[config.mk]
export PLATFORM = sky130hd
export DESIGN_NAME = motor_soft_start_ramp_top
export DESIGN_NICKNAME = d
export VERILOG_FILES = /design/src/rtl/msr_pkg.sv /design/src/rtl/msr_muldiv.sv /design/src/rtl/msr_core.sv /design/src/rtl/motor_soft_start_ramp_top.sv
export SDC_FILE = /design/constraint.sdc
export NUM_CORES = 1
export LEC_CHECK = 0
export ABC_AREA = 1
export ABC_CLOCK_PERIOD_IN_PS = 6000
export BUFFER_PORTS_ARGS = -buffer_cell sky130_fd_sc_hd__buf_4
export CORE_ASPECT_RATIO = 1.4
export CORE_UTILIZATION = 44
export CTS_BUF_LIST = sky130_fd_sc_hd__clkbuf_8
export CTS_CLUSTER_DIAMETER = 50
export DETAILED_ROUTE_END_ITERATION = 8
export PLACE_DENSITY_LB_ADDON = 0.3
export SETUP_SLACK_MARGIN = 0.5
export SYNTH_ARGS = -nofsm -noshare
export SYNTH_HDL_FRONTEND = slang
export SYNTH_HIERARCHICAL = 1
export SYNTH_SLANG_ARGS = --single-unit
[constraint.sdc]
create_clock -name clk -period 6 [get_ports clk]
set_input_delay 1.2 -clock clk [delete_from_list [all_inputs] [get_ports clk]]
set_output_delay 1.2 -clock clk [all_outputs]
set_load 0.02 [all_outputs]
[src/rtl/msr_pkg.sv]
package msr_pkg;

	// Field widths of the streams and registers.
	localparam int OP_W   = 2;
	localparam int TIME_W = 32;
	localparam int POT_W  = 10;
	localparam int DUTY_W = 8;
	localparam int LEN_W  = 16;
	localparam int REG_W  = 16;

	// Scale constants.
	localparam int DUTY_MAX = 255;
	localparam int POT_MAX  = 1023;

	// Reset values of the registers and state.
	localparam int RAMP_MIN_RST = 1000;
	localparam int RAMP_MAX_RST = 10000;
	localparam int RAMP_LEN_RST = 1000;

	// Serial multiply-divide unit: floor(a * b / d).
	localparam int A_W   = (POT_W > DUTY_W) ? POT_W : DUTY_W;
	localparam int B_W   = LEN_W;
	localparam int D_W   = LEN_W;
	localparam int P_W   = A_W + B_W;
	localparam int CNT_W = $clog2(P_W);

	// Button events.
	localparam logic [OP_W-1:0] OP_NONE  = 2'd0;
	localparam logic [OP_W-1:0] OP_STOP  = 2'd1;
	localparam logic [OP_W-1:0] OP_START = 2'd2;

	// Configuration port.
	localparam int ADDR_W = 3;
	localparam int DATA_W = 32;
	localparam logic REG_RAMP_MIN = 1'b0;
	localparam logic REG_RAMP_MAX = 1'b1;

	typedef struct packed {
		logic [A_W-1:0] a;
		logic [B_W-1:0] b;
		logic [D_W-1:0] d;
	} md_req_t;

	typedef struct packed {
		logic [OP_W-1:0]   opcode;
		logic [TIME_W-1:0] now_ms;
		logic [POT_W-1:0]  speed_pot;
		logic [POT_W-1:0]  ramp_pot;
	} in_item_t;

	typedef struct packed {
		logic [DUTY_W-1:0] pwm_duty;
		logic              running;
		logic              ramping;
	} out_item_t;

	typedef struct packed {
		logic [REG_W-1:0] ramp_min_ms;
		logic [REG_W-1:0] ramp_max_ms;
	} ramp_cfg_t;

endpackage

[src/rtl/msr_muldiv.sv]
module msr_muldiv (
	input  logic                 clk,
	input  logic                 arst_n,
	input  logic                 start,
	input  msr_pkg::md_req_t     req,
	output logic                 done,
	output logic [msr_pkg::P_W-1:0] q
);
	import msr_pkg::*;

	logic [A_W-1:0]   a_q;
	logic [B_W-1:0]   b_q;
	logic [D_W-1:0]   d_q;
	logic [P_W-1:0]   acc_q;
	logic [D_W-1:0]   rem_q;
	logic [CNT_W-1:0] cnt_q;
	logic             busy_q;
	logic             div_q;
	logic             dz_q;
	logic             done_q;

	logic [D_W:0]     rem_sh;
	logic             q_bit;
	logic [D_W:0]     rem_sub;

	// One restoring division step: bring down the next dividend bit.
	always_comb begin
		rem_sh  = {rem_q, acc_q[P_W-1]};
		rem_sub = rem_sh - {1'b0, d_q};
		q_bit   = (rem_sh >= {1'b0, d_q});
	end

	// Control: multiply phase over the bits of a, then divide phase over the product bits.
	always_ff @(posedge clk or negedge arst_n) begin
		if (!arst_n) begin
			busy_q <= 1'b0;
			div_q  <= 1'b0;
			cnt_q  <= '0;
			done_q <= 1'b0;
		end else begin
			done_q <= 1'b0;
			if (start) begin
				busy_q <= 1'b1;
				div_q  <= 1'b0;
				cnt_q  <= CNT_W'(A_W - 1);
			end else if (busy_q) begin
				if (cnt_q == '0) begin
					if (div_q) begin
						busy_q <= 1'b0;
						done_q <= 1'b1;
					end else begin
						div_q <= 1'b1;
						cnt_q <= CNT_W'(P_W - 1);
					end
				end else begin
					cnt_q <= cnt_q - 1'b1;
				end
			end
		end
	end

	// Datapath: one bit of the multiplier or one quotient bit per cycle.
	always_ff @(posedge clk) begin
		if (start) begin
			a_q   <= req.a;
			b_q   <= req.b;
			d_q   <= req.d;
			dz_q  <= (req.d == '0);
			acc_q <= '0;
			rem_q <= '0;
		end else if (busy_q) begin
			if (!div_q) begin
				acc_q <= {acc_q[P_W-2:0], 1'b0} + (a_q[A_W-1] ? P_W'(b_q) : '0);
				a_q   <= {a_q[A_W-2:0], 1'b0};
			end else begin
				acc_q <= {acc_q[P_W-2:0], q_bit};
				rem_q <= q_bit ? rem_sub[D_W-1:0] : rem_sh[D_W-1:0];
			end
		end
	end

	// A zero divisor only occurs with a zero product; the result is then zero.
	assign q    = dz_q ? '0 : acc_q;
	assign done = done_q;

endmodule

[src/rtl/msr_core.sv]
module msr_core (
	input  logic                clk,
	input  logic                arst_n,
	input  logic                in_valid,
	output logic                in_ready,
	input  msr_pkg::in_item_t   in_item,
	input  msr_pkg::ramp_cfg_t  cfg,
	output logic                res_valid,
	input  logic                res_ready,
	output msr_pkg::out_item_t  res
);
	import msr_pkg::*;

	localparam logic [2:0] ST_IDLE = 3'd0;
	localparam logic [2:0] ST_EVAL = 3'd1;
	localparam logic [2:0] ST_TGT  = 3'd2;
	localparam logic [2:0] ST_RLEN = 3'd3;
	localparam logic [2:0] ST_DUTY = 3'd4;
	localparam logic [2:0] ST_DONE = 3'd5;

	logic [2:0]        state_q;
	logic              run_q;
	logic              ramp_q;
	logic [TIME_W-1:0] start_q;
	logic [TIME_W-1:0] now_q;
	logic [POT_W-1:0]  spd_q;
	logic [POT_W-1:0]  rmp_q;
	logic [DUTY_W-1:0] target_q;
	logic [LEN_W-1:0]  len_q;
	logic [DUTY_W-1:0] duty_q;

	logic              accept;
	logic [POT_W-1:0]  spd_sat;
	logic [POT_W-1:0]  rmp_sat;
	logic [TIME_W-1:0] elapsed;
	logic              elapsed_le;
	logic              cfg_inverted;
	logic              eval_tgt;
	logic              eval_duty;
	logic              tgt_to_rlen;
	logic              md_start;
	md_req_t           md_req;
	logic              md_done;
	logic [P_W-1:0]    md_q;

	assign accept    = in_valid && in_ready;
	assign in_ready  = (state_q == ST_IDLE);
	assign res_valid = (state_q == ST_DONE);

	// Pot readings above full scale saturate.
	assign spd_sat = (32'(in_item.speed_pot) > POT_MAX) ? POT_W'(POT_MAX) : in_item.speed_pot;
	assign rmp_sat = (32'(in_item.ramp_pot) > POT_MAX) ? POT_W'(POT_MAX) : in_item.ramp_pot;

	// Ramp progress, modulo the time width.
	assign elapsed      = now_q - start_q;
	assign elapsed_le   = (elapsed <= TIME_W'(len_q));
	assign cfg_inverted = (cfg.ramp_max_ms < cfg.ramp_min_ms);

	// Points where a multiply-divide is launched.
	assign eval_tgt    = (state_q == ST_EVAL) && !run_q;
	assign eval_duty   = (state_q == ST_EVAL) && run_q && ramp_q && elapsed_le;
	assign tgt_to_rlen = (state_q == ST_TGT) && md_done && !cfg_inverted;
	assign md_start    = eval_tgt || eval_duty || tgt_to_rlen;

	// Operands for the shared unit.
	always_comb begin
		md_req = '0;
		priority if (eval_tgt) begin
			md_req.a = A_W'(spd_q);
			md_req.b = B_W'(DUTY_MAX);
			md_req.d = D_W'(POT_MAX);
		end else if (eval_duty) begin
			md_req.a = A_W'(target_q);
			md_req.b = elapsed[B_W-1:0];
			md_req.d = len_q;
		end else if (tgt_to_rlen) begin
			md_req.a = A_W'(rmp_q);
			md_req.b = cfg.ramp_max_ms - cfg.ramp_min_ms;
			md_req.d = D_W'(POT_MAX);
		end
	end

	msr_muldiv u_muldiv (
		.clk    (clk),
		.arst_n (arst_n),
		.start  (md_start),
		.req    (md_req),
		.done   (md_done),
		.q      (md_q)
	);

	// Sequencer and ramp state.
	always_ff @(posedge clk or negedge arst_n) begin
		if (!arst_n) begin
			state_q  <= ST_IDLE;
			run_q    <= 1'b0;
			ramp_q   <= 1'b0;
			start_q  <= '0;
			target_q <= '0;
			len_q    <= LEN_W'(RAMP_LEN_RST);
			duty_q   <= '0;
		end else begin
			unique case (state_q)
				ST_IDLE: begin
					if (accept) begin
						// The button event is applied before anything else.
						if (in_item.opcode == OP_STOP && run_q) begin
							run_q  <= 1'b0;
							duty_q <= '0;
						end else if (in_item.opcode == OP_START && !run_q) begin
							run_q   <= 1'b1;
							ramp_q  <= 1'b1;
							start_q <= in_item.now_ms;
						end
						state_q <= ST_EVAL;
					end
				end
				ST_EVAL: begin
					if (eval_tgt) begin
						state_q <= ST_TGT;
					end else if (eval_duty) begin
						state_q <= ST_DUTY;
					end else begin
						// Past the end of the ramp the duty holds at the target.
						if (run_q && ramp_q) begin
							ramp_q <= 1'b0;
							duty_q <= target_q;
						end
						state_q <= ST_DONE;
					end
				end
				ST_TGT: begin
					if (md_done) begin
						target_q <= md_q[DUTY_W-1:0];
						if (cfg_inverted) begin
							len_q   <= cfg.ramp_min_ms;
							state_q <= ST_DONE;
						end else begin
							state_q <= ST_RLEN;
						end
					end
				end
				ST_RLEN: begin
					if (md_done) begin
						len_q   <= cfg.ramp_min_ms + md_q[LEN_W-1:0];
						state_q <= ST_DONE;
					end
				end
				ST_DUTY: begin
					if (md_done) begin
						duty_q  <= md_q[DUTY_W-1:0];
						state_q <= ST_DONE;
					end
				end
				ST_DONE: begin
					if (res_ready) begin
						state_q <= ST_IDLE;
					end
				end
				default: begin
					state_q <= ST_IDLE;
				end
			endcase
		end
	end

	// Item fields held for the pass.
	always_ff @(posedge clk) begin
		if (accept) begin
			now_q <= in_item.now_ms;
			spd_q <= spd_sat;
			rmp_q <= rmp_sat;
		end
	end

	// Result of the pass.
	assign res.pwm_duty = run_q ? duty_q : '0;
	assign res.running  = run_q;
	assign res.ramping  = run_q && ramp_q;

endmodule

[src/rtl/motor_soft_start_ramp_top.sv]
// Soft-start ramp controller for a PWM-driven motor.
// Input stream (s_*): one item per control pass, carrying the button event,
// the millisecond time and the speed and ramp potentiometer readings.
// Output stream (m_*): exactly one item per input item, in order, with the
// PWM duty and the running and ramping flags after that pass.
// Configuration (APB): ramp_min_ms at address 0, ramp_max_ms at address 4.
// Write them only while no pass is in flight.
// Work per pass: no multiply-divide when running at a steady duty, one
// while ramping, two while stopped (target duty and ramp length; only one when
// ramp_max_ms is below ramp_min_ms and the length is simply ramp_min_ms).
// Each multiply-divide runs on one bit-serial unit: 10 multiply steps and 26
// restoring divide steps. One item is worked on at a time, so the next item
// waits until the current pass is done; a new item is taken while an earlier
// result still sits in the output register.
// Reset sets the registers to 1000 and 10000 ms, stops the motor and sets
// the ramp length to 1000 ms. When the receiver stalls, the result holds in
// the output register and the next pass waits to finish until it drains.
module motor_soft_start_ramp_top (
	input  logic        clk,
	input  logic        arst_n,
	// Input item: opcode[1:0], now_ms[33:2], speed_pot[43:34], ramp_pot[53:44], zeros.
	input  logic        s_tvalid,
	output logic        s_tready,
	input  logic [55:0] s_tdata,
	// Result item: pwm_duty[7:0], running[8], ramping[9], zeros.
	output logic        m_tvalid,
	input  logic        m_tready,
	output logic [15:0] m_tdata,
	input  logic        psel,
	input  logic        penable,
	input  logic        pwrite,
	input  logic [2:0]  paddr,
	input  logic [31:0] pwdata,
	output logic [31:0] prdata,
	output logic        pready
);
	import msr_pkg::*;

	ramp_cfg_t  cfg_q;
	in_item_t   in_item;
	out_item_t  res;
	logic       res_valid;
	logic       res_ready;
	logic       m_tvalid_q;
	logic [15:0] m_tdata_q;
	logic       cfg_wr;
	logic       reg_sel;

	// Unpack the input item.
	assign in_item.opcode    = s_tdata[1:0];
	assign in_item.now_ms    = s_tdata[33:2];
	assign in_item.speed_pot = s_tdata[43:34];
	assign in_item.ramp_pot  = s_tdata[53:44];

	// Configuration registers, word addressed.
	assign pready  = 1'b1;
	assign reg_sel = paddr[2];
	assign cfg_wr  = psel && penable && pwrite && pready;

	always_ff @(posedge clk or negedge arst_n) begin
		if (!arst_n) begin
			cfg_q.ramp_min_ms <= REG_W'(RAMP_MIN_RST);
			cfg_q.ramp_max_ms <= REG_W'(RAMP_MAX_RST);
		end else if (cfg_wr) begin
			unique case (reg_sel)
				REG_RAMP_MIN: cfg_q.ramp_min_ms <= pwdata[REG_W-1:0];
				REG_RAMP_MAX: cfg_q.ramp_max_ms <= pwdata[REG_W-1:0];
				default:      cfg_q.ramp_min_ms <= cfg_q.ramp_min_ms;
			endcase
		end
	end

	always_comb begin
		unique case (reg_sel)
			REG_RAMP_MIN: prdata = DATA_W'(cfg_q.ramp_min_ms);
			REG_RAMP_MAX: prdata = DATA_W'(cfg_q.ramp_max_ms);
			default:      prdata = '0;
		endcase
	end

	msr_core u_core (
		.clk       (clk),
		.arst_n    (arst_n),
		.in_valid  (s_tvalid),
		.in_ready  (s_tready),
		.in_item   (in_item),
		.cfg       (cfg_q),
		.res_valid (res_valid),
		.res_ready (res_ready),
		.res       (res)
	);

	// Output register between the core and the receiver.
	assign res_ready = !m_tvalid_q || m_tready;

	always_ff @(posedge clk or negedge arst_n) begin
		if (!arst_n) begin
			m_tvalid_q <= 1'b0;
		end else if (res_ready) begin
			m_tvalid_q <= res_valid;
		end
	end

	always_ff @(posedge clk) begin
		if (res_valid && res_ready) begin
			m_tdata_q <= {6'b0, res.ramping, res.running, res.pwm_duty};
		end
	end

	assign m_tvalid = m_tvalid_q;
	assign m_tdata  = m_tdata_q;

endmodule

==> tab_implementation.tex, run 1 <==
\begin{tabular}{lr}
\hline
Metric & Value \\
\hline
\multicolumn{2}{l}{\textbf{Status}} \\
Outcome & complete, no violations \\
\multicolumn{2}{l}{\textbf{GRT}} \\
Via count of the first global-routing pass & 15200 \\
Maximum number of pins on one net before global-route repair & 61 \\
Global route total overflow & 0 \\
Global-route wire length before repair & 75400 um \\
Overall track demand over capacity in global routing & 23.5\% \\
Number of antenna violations at the first check in global routing & 0 \\
\multicolumn{2}{l}{\textbf{Place}} \\
Placed inst area & 18700 sq um \\
Setup Slack @ Placement & 0.290 ns \\
Port Buffer Count & 105 \\
Placer Congestion & 0.919 \\
DP HPWL & 36600 um \\
\multicolumn{2}{l}{\textbf{Synthesis}} \\
Synth Warn \# & 6 \\
Synthesized cell area & 17600 sq um \\
Cell count after synthesis & 2441 \\
Syn avg cell area & 7.20 sq um \\
\multicolumn{2}{l}{\textbf{Layout}} \\
Register area & 6770 sq um \\
Share of layout cells above drive strength 1 & 11.4\% \\
Ant diodes & 0 \\
Number of nets at the end of the flow & 2757 \\
Post-layout utilization of the core & 49.8\% \\
Layout filler cell count & 4016 \\
Finished Cell Area & 19600 sq um \\
Area of the multi-input gates & 9020 sq um \\
Synthesis-to-layout area growth & 11.5\% \\
\multicolumn{2}{l}{\textbf{Critical path}} \\
Worst Path Max Fanout & 26 \\
Worst setup path end & u\_core/u\_muldiv/cnt\_q[2] \\
Number of stages on the worst setup path & 28 \\
FF-to-FF Start & u\_core/start\_q[0] \\
Startpoint kind of the worst setup timing path & flop \\
Type of the worst setup path & flop to flop \\
CP top delay family & simple AND/OR/NAND/NOR gates \\
Reg2reg setup slack & 1.08 ns \\
Critical path data required time & 6.47 ns \\
Cell seen most often among critical-path stages & nand2\_1 \\
Stage delay of the slowest cell on the critical path & 0.41 ns \\
Data arrival time of the critical path & 5.39 ns \\
Bufs and invs on worst path & 5 \\
Critical-path top delay cell & fa\_1 \\
Sort of element at the end of the critical path & flop \\
CP startpoint & u\_core/start\_q[0] \\
Number of cell instances on the worst register-to-register path & 28 \\
End of the worst register-to-register path & u\_core/u\_muldiv/cnt\_q[2] \\
\multicolumn{2}{l}{\textbf{Die}} \\
\# rows & 86 \\
Die outline height & 239 um \\
Placeable core area & 39400 sq um \\
\# IOs & 149 \\
Die boundary width & 171 um \\
Area of the die & 40800 sq um \\
Initial Util & 44.6\% \\
\multicolumn{2}{l}{\textbf{Routing}} \\
Drt pass-1 iters & 5 \\
Via count of the routed design & 15600 \\
Iteration-0 DRC count of the detailed router & 901 \\
Mean routed wirelength per cell & 15.2 um \\
DRC violations left & 0 \\
Per-cell via count in the routed design & 5.02 \\
Routed wire length & 47100 um \\
Count of nets left with antenna violations after detail routing & 0 \\
\multicolumn{2}{l}{\textbf{Clock tree}} \\
Clock transition at path regs & 0.06 ns \\
Total of hold buffers inserted after clock tree synthesis & 0 \\
Clock latency of the later-clocked register in the worst-skew pair & 0.59 ns \\
TritonCTS clock tree & done \\
TritonCTS buffer count & 43 \\
Bufs on Longest Clock Path & 3 \\
Clock Root Buffer & clkbuf\_8 \\
Num Clock Sinks & 257 \\
CTS H-Tree Depth & 2 \\
\multicolumn{2}{l}{\textbf{Power and ir drop}} \\
Pwr dens & 509 nW/um\^{}2 \\
Total leakage power & 10.1 nW \\
Peak ir drop on the vdd network & 0.216 mV \\
\multicolumn{2}{l}{\textbf{Timing}} \\
F\_max & 203 MHz \\
Setup repair after global routing missed its margin & false \\
Setup clock skew after layout & 0.0347 ns \\
Share of the cycle needed by the critical path after routing & 81.9\% \\
Max Transition Viols Final & 0 \\
Max-slew headroom at the worst pin & 21.5\% \\
Post-route worst setup slack & 1.08 ns \\
Accumulated negative setup slack & 0 ns \\
Final setup vio count & 0 \\
Min Clock Period, post-route & 4.92 ns \\
Worst Tran Pin Value & 1.18 ns \\
Final hold violation count & 0 \\
\multicolumn{2}{l}{\textbf{Flow run}} \\
Max-cap viol count & 0 \\
\multicolumn{2}{l}{\textbf{Hold path}} \\
Path class of the lowest-slack min-delay path & flop to flop \\
\hline
\end{tabular}
-- placed cells by master (no fill, tap or decap), drive strengths merged, types with 6 or more instances in the layout --
master / count
clkinv: 14
dfrtp: 93
dfxtp: 42
o21ai: 150
edfxtp: 105
clkbuf: 49
dfstp: 17
o211ai: 10
a21o: 7
nor3: 16
conb: 23
ha: 110
a21oi: 119
nand4: 18
nor4: 9
or2: 17
buf: 117
nand2: 822
nand3: 187
inv: 391
a31oi: 6
nor2: 163
xor2: 34
xnor2: 12
o22ai: 11
-- worst register-to-register path: cells and delay by family, from the launching register on --
kind	cells	cell delay (ns)
buffers and inverters	5	0.74
adders and majority gates	3	0.94
DFF	1	0.38
xor gates and xnor gates	1	0.19
and+or+nand+nor	16	2.20
AOI/OAI and AO/OA	3	0.35
-- sequential cells by signal, indices dropped and copies added, names as in the netlist, 3 cells and up --
| register | count |
|---|---|
| u_core/u_muldiv/b_q | 16 |
| u_core/spd_q | 10 |
| u_core/start_q | 32 |
| u_core/u_muldiv/acc_q | 26 |
| u_core/now_q | 32 |
| u_core/state_q | 3 |
| u_core/u_muldiv/a_q | 10 |
| u_core/duty_q | 8 |
| u_core/target_q | 8 |
| u_core/rmp_q | 10 |
| u_core/u_muldiv/rem_q | 16 |
| m_tdata | 10 |
| cfg_q | 32 |
| u_core/u_muldiv/cnt_q | 5 |
| u_core/len_q | 16 |
| u_core/u_muldiv/d_q | 16 |
-- power by group --
part           internal, mW  total [mW]  switching, mW
sequential             2.47        2.81          0.347
combinational          1.94        5.63           3.69
clock                 0.794        1.54          0.748
total                  5.20        9.98           4.78
-- worst min path at each step --
stage / from / to / slack, ns / depth (start not counted)
4_1_cts: u_core/u_muldiv/acc_q[18] / u_core/u_muldiv/acc_q[18] / 0.46 / 2
3_5_place_dp: u_core/u_muldiv/acc_q[18] / u_core/u_muldiv/acc_q[18] / 0.45 / 2
6_report: u_core/u_muldiv/acc_q[18] / u_core/u_muldiv/acc_q[18] / 0.45 / 2
3_3_place_gp: u_core/u_muldiv/acc_q[18] / u_core/u_muldiv/acc_q[18] / 0.45 / 2
2_1_floorplan: u_core/u_muldiv/acc_q[18] / u_core/u_muldiv/acc_q[18] / 0.43 / 2
5_1_grt: u_core/u_muldiv/acc_q[11] / u_core/u_muldiv/acc_q[11] / 0.49 / 2
-- routing by layer --
layer / wire (um) / global-route usage (%)
met5: 0 / 0
met4: 1900 / 10.2
met3: 1540 / 2.22
met2: 23900 / 43.0
met1: 19800 / 27.8
-- repair_timing --
item	4_1_cts	5_1_grt
setup buffers	0	4
gates resized for setup	1	3
pin swaps	0	1
setup endpoints to repair	12	25
-- layout make-up --
type / count / area share [%]
Inverter: 379 / 7.29
Sequential cell: 257 / 34.5
Multi-Input combinational cell: 1746 / 46.0
Clock buffer: 49 / 3.44
Timing Repair Buffer: 117 / 4.48
Clock inverter: 31 / 0.843
Tap cell: 528 / 3.37
-- metrics by stage --
step | std cells | power, mW | hold slack (ns)
4_1_cts | 3103 | 9.99 | 0.457
3_3_place_gp | 3023 | 8.29 | 0.448
2_1_floorplan | 2462 | 7.03 | 0.426
3_5_place_dp | 3023 | 8.40 | 0.446
6_report | 3107 | 9.98 | 0.454
5_1_grt | 3107 | 10.9 | 0.490
No activity file was read; power rests on OpenSTA's default activity.
==> inputs of run 2 (changes only) <==
--- a/config.mk
+++ b/config.mk
@@ -6,7 +6,7 @@
 export NUM_CORES = 1
 export LEC_CHECK = 0
 export ABC_AREA = 1
-export ABC_CLOCK_PERIOD_IN_PS = 6000
+export ABC_CLOCK_PERIOD_IN_PS = 4840
 export BUFFER_PORTS_ARGS = -buffer_cell sky130_fd_sc_hd__buf_4
 export CORE_ASPECT_RATIO = 1.4
 export CORE_UTILIZATION = 44
==> constraint.sdc (replaced) <==
create_clock -name clk -period 4.84 [get_ports clk]
set_input_delay 0.968 -clock clk [delete_from_list [all_inputs] [get_ports clk]]
set_output_delay 0.968 -clock clk [all_outputs]
set_load 0.02 [all_outputs]
==> run 2 against run 1 <==
Against the previous run: critical endpoint is now u_core/u_muldiv/dz_q; global-route usage decreased by 0.066 points; hold slack got worse by 0.024 ns; final area increased by 0.58%; register-to-register slack got worse by 0.31 ns; cell count increased by 0.26%; clock power increased by 26%; core utilization increased by 0.29 points; sequential power increased by 24%; non-clock buffer count increased by 7; largest power group unchanged; die area unchanged; wire length decreased by 1.5%.
==> tab_implementation.tex, run 2 (synthesis results as in run 1) <==
\begin{tabular}{lr}
\hline
Metric & Value \\
\hline
\multicolumn{2}{l}{\textbf{Status}} \\
Outcome & complete, no violations \\
\multicolumn{2}{l}{\textbf{Die}} \\
\# IOs & 149 \\
Initial Util & 44.6\% \\
Placeable core area & 39400 sq um \\
\# rows & 86 \\
Area of the die & 40800 sq um \\
Die outline height & 239 um \\
Die boundary width & 171 um \\
\multicolumn{2}{l}{\textbf{Layout}} \\
Most frequent standard cell in the layout excluding fill and tap cells & nand2\_1 \\
Share of layout cells above drive strength 1 & 11.8\% \\
Finished Cell Area & 19700 sq um \\
Layout filler cell count & 4026 \\
Commonest non-fill, non-tap cells in the layout & nand2\_1 (803), inv\_1 (360), nand3\_1 (181) \\
Synthesis-to-layout area growth & 12.1\% \\
Number of nets at the end of the flow & 2764 \\
Post-layout utilization of the core & 50.0\% \\
Non-filler cells, final & 3115 \\
Biggest regs & cfg\_q: 32 flops, u\_core/now\_q: 32 flops, u\_core/start\_q: 32 flops \\
\multicolumn{2}{l}{\textbf{Clock tree}} \\
Num Clock Sinks & 257 \\
CTS H-Tree Depth & 2 \\
TritonCTS clock tree & done \\
Clock transition at path regs & 0.06 ns \\
Bufs on Longest Clock Path & 3 \\
Clock latency of the later-clocked register in the worst-skew pair & 0.59 ns \\
Clock Root Buffer & clkbuf\_8 \\
TritonCTS buffer count & 43 \\
Total of hold buffers inserted after clock tree synthesis & 0 \\
\multicolumn{2}{l}{\textbf{Routing}} \\
Routed wire length & 46400 um \\
Mean routed wirelength per cell & 14.9 um \\
Iteration-0 DRC count of the detailed router & 973 \\
Per-cell via count in the routed design & 5.00 \\
Drt pass-1 iters & 6 \\
Count of nets left with antenna violations after detail routing & 0 \\
DRC violations left & 0 \\
Via count of the routed design & 15600 \\
\multicolumn{2}{l}{\textbf{Critical path}} \\
Sort of element at the end of the critical path & flop \\
Type of the worst setup path & flop to flop \\
Worst Path Max Fanout & 25 \\
Bufs and invs on worst path & 2 \\
Critical path data required time & 5.19 ns \\
Startpoint kind of the worst setup timing path & flop \\
Stage delay of the slowest cell on the critical path & 0.42 ns \\
Critical Path, Cell by Cell & ha\_1, fa\_1, inv\_1, nand2\_1, nand3\_1, nand2\_1, nand2\_2, xor2\_1, ha\_1, nand2\_1, o21ai\_0, nor2\_1, nand2\_1, nand2\_1, nand2\_1, nor2\_1, nand3\_1, nor2\_4, nand2\_4, buf\_6, o21ai\_0, nor4\_1, nand2\_1, nor2\_1 \\
CP top delay family & simple AND/OR/NAND/NOR gates \\
Data arrival time of the critical path & 4.41 ns \\
Critical-path top delay cell & fa\_1 \\
Cell seen most often among critical-path stages & nand2\_1 \\
\multicolumn{2}{l}{\textbf{Timing}} \\
Max-slew headroom at the worst pin & 22.4\% \\
Setup clock skew after layout & 0.0169 ns \\
Setup repair after global routing missed its margin & false \\
Accumulated negative setup slack & 0 ns \\
Min Clock Period, post-route & 4.07 ns \\
F\_max & 246 MHz \\
Post-route worst setup slack & 0.772 ns \\
Final setup vio count & 0 \\
Share of the cycle needed by the critical path after routing & 84.0\% \\
Worst hold slack across all endpoints & 0.431 ns \\
Final hold violation count & 0 \\
Worst Tran Pin Value & 1.16 ns \\
Max Transition Viols Final & 0 \\
\multicolumn{2}{l}{\textbf{Power and ir drop}} \\
Total leakage power & 10.1 nW \\
Peak ir drop on the vdd network & 0.277 mV \\
Pwr dens & 630 nW/um\^{}2 \\
Final total power & 12.4 mW \\
\multicolumn{2}{l}{\textbf{GRT}} \\
Number of antenna violations at the first check in global routing & 0 \\
Via count of the first global-routing pass & 15000 \\
Global route total overflow & 0 \\
Overall track demand over capacity in global routing & 23.5\% \\
Global-route wire length before repair & 75400 um \\
Maximum number of pins on one net before global-route repair & 57 \\
\multicolumn{2}{l}{\textbf{Hold path}} \\
Path class of the lowest-slack min-delay path & primary input to asynchronous set/reset pin \\
\multicolumn{2}{l}{\textbf{Place}} \\
DP HPWL & 36300 um \\
Number of placed instances with taps included & 3032 \\
Placed inst area & 18800 sq um \\
Setup Slack @ Placement & 0.118 ns \\
Port Buffer Count & 105 \\
Placer Congestion & 0.921 \\
\multicolumn{2}{l}{\textbf{Flow run}} \\
Max-cap viol count & 0 \\
\hline
\end{tabular}
run 2: power by group:
group          switching, mW  total (mW)  internal (mW)
Combinational           4.55        6.98           2.43
Clock                  0.933        1.94           1.01
Sequential             0.432        3.49           3.06
Total                   5.92        12.4           6.49
run 2: metal layers:
layer	part of all wire, %	track usage, %	routed length [um]	up-vias
met4	4.1	9.98	1910	0
met5	0	0	0	-
met2	51	42.4	23600	334
met3	3.4	2.22	1560	93
li1	-	-	-	7993
met1	42	28.1	19400	7163
run 2: final timing paths:
path | from | to | slack [ns] | cells after the start
min in group clk | u_core/u_muldiv/acc_q[18] | u_core/u_muldiv/acc_q[18] | 0.45 | 2
max reg2reg | u_core/start_q[0] | u_core/u_muldiv/dz_q | 0.77 | 24
min reg2reg | u_core/u_muldiv/acc_q[18] | u_core/u_muldiv/acc_q[18] | 0.45 | 2
max | u_core/start_q[0] | u_core/u_muldiv/dz_q | 0.77 | 24
min | arst_n | u_core/start_q[24] | 0.43 | 1
max in group asynchronous | arst_n | cfg_q[25] | 3.59 | 2
run 2: layout make-up:
class	count	area [sq um]	area share, %
antenna	1	2.50	0.0127
clock buffer	50	688	3.49
clock inverter	30	171	0.870
inverter	379	1430	7.24
multi-input combinational	1746	9040	45.9
sequential	257	6770	34.3
tap	528	661	3.35
timing repair buffer	124	955	4.84
run 2: timing repair:
action	CTS	global route
gates cloned	0	0
endpoints found under the hold margin	0	0
buffers inserted	1	1
pin swaps	1	2
resized for setup	1	10
setup endpoints to repair	6	88
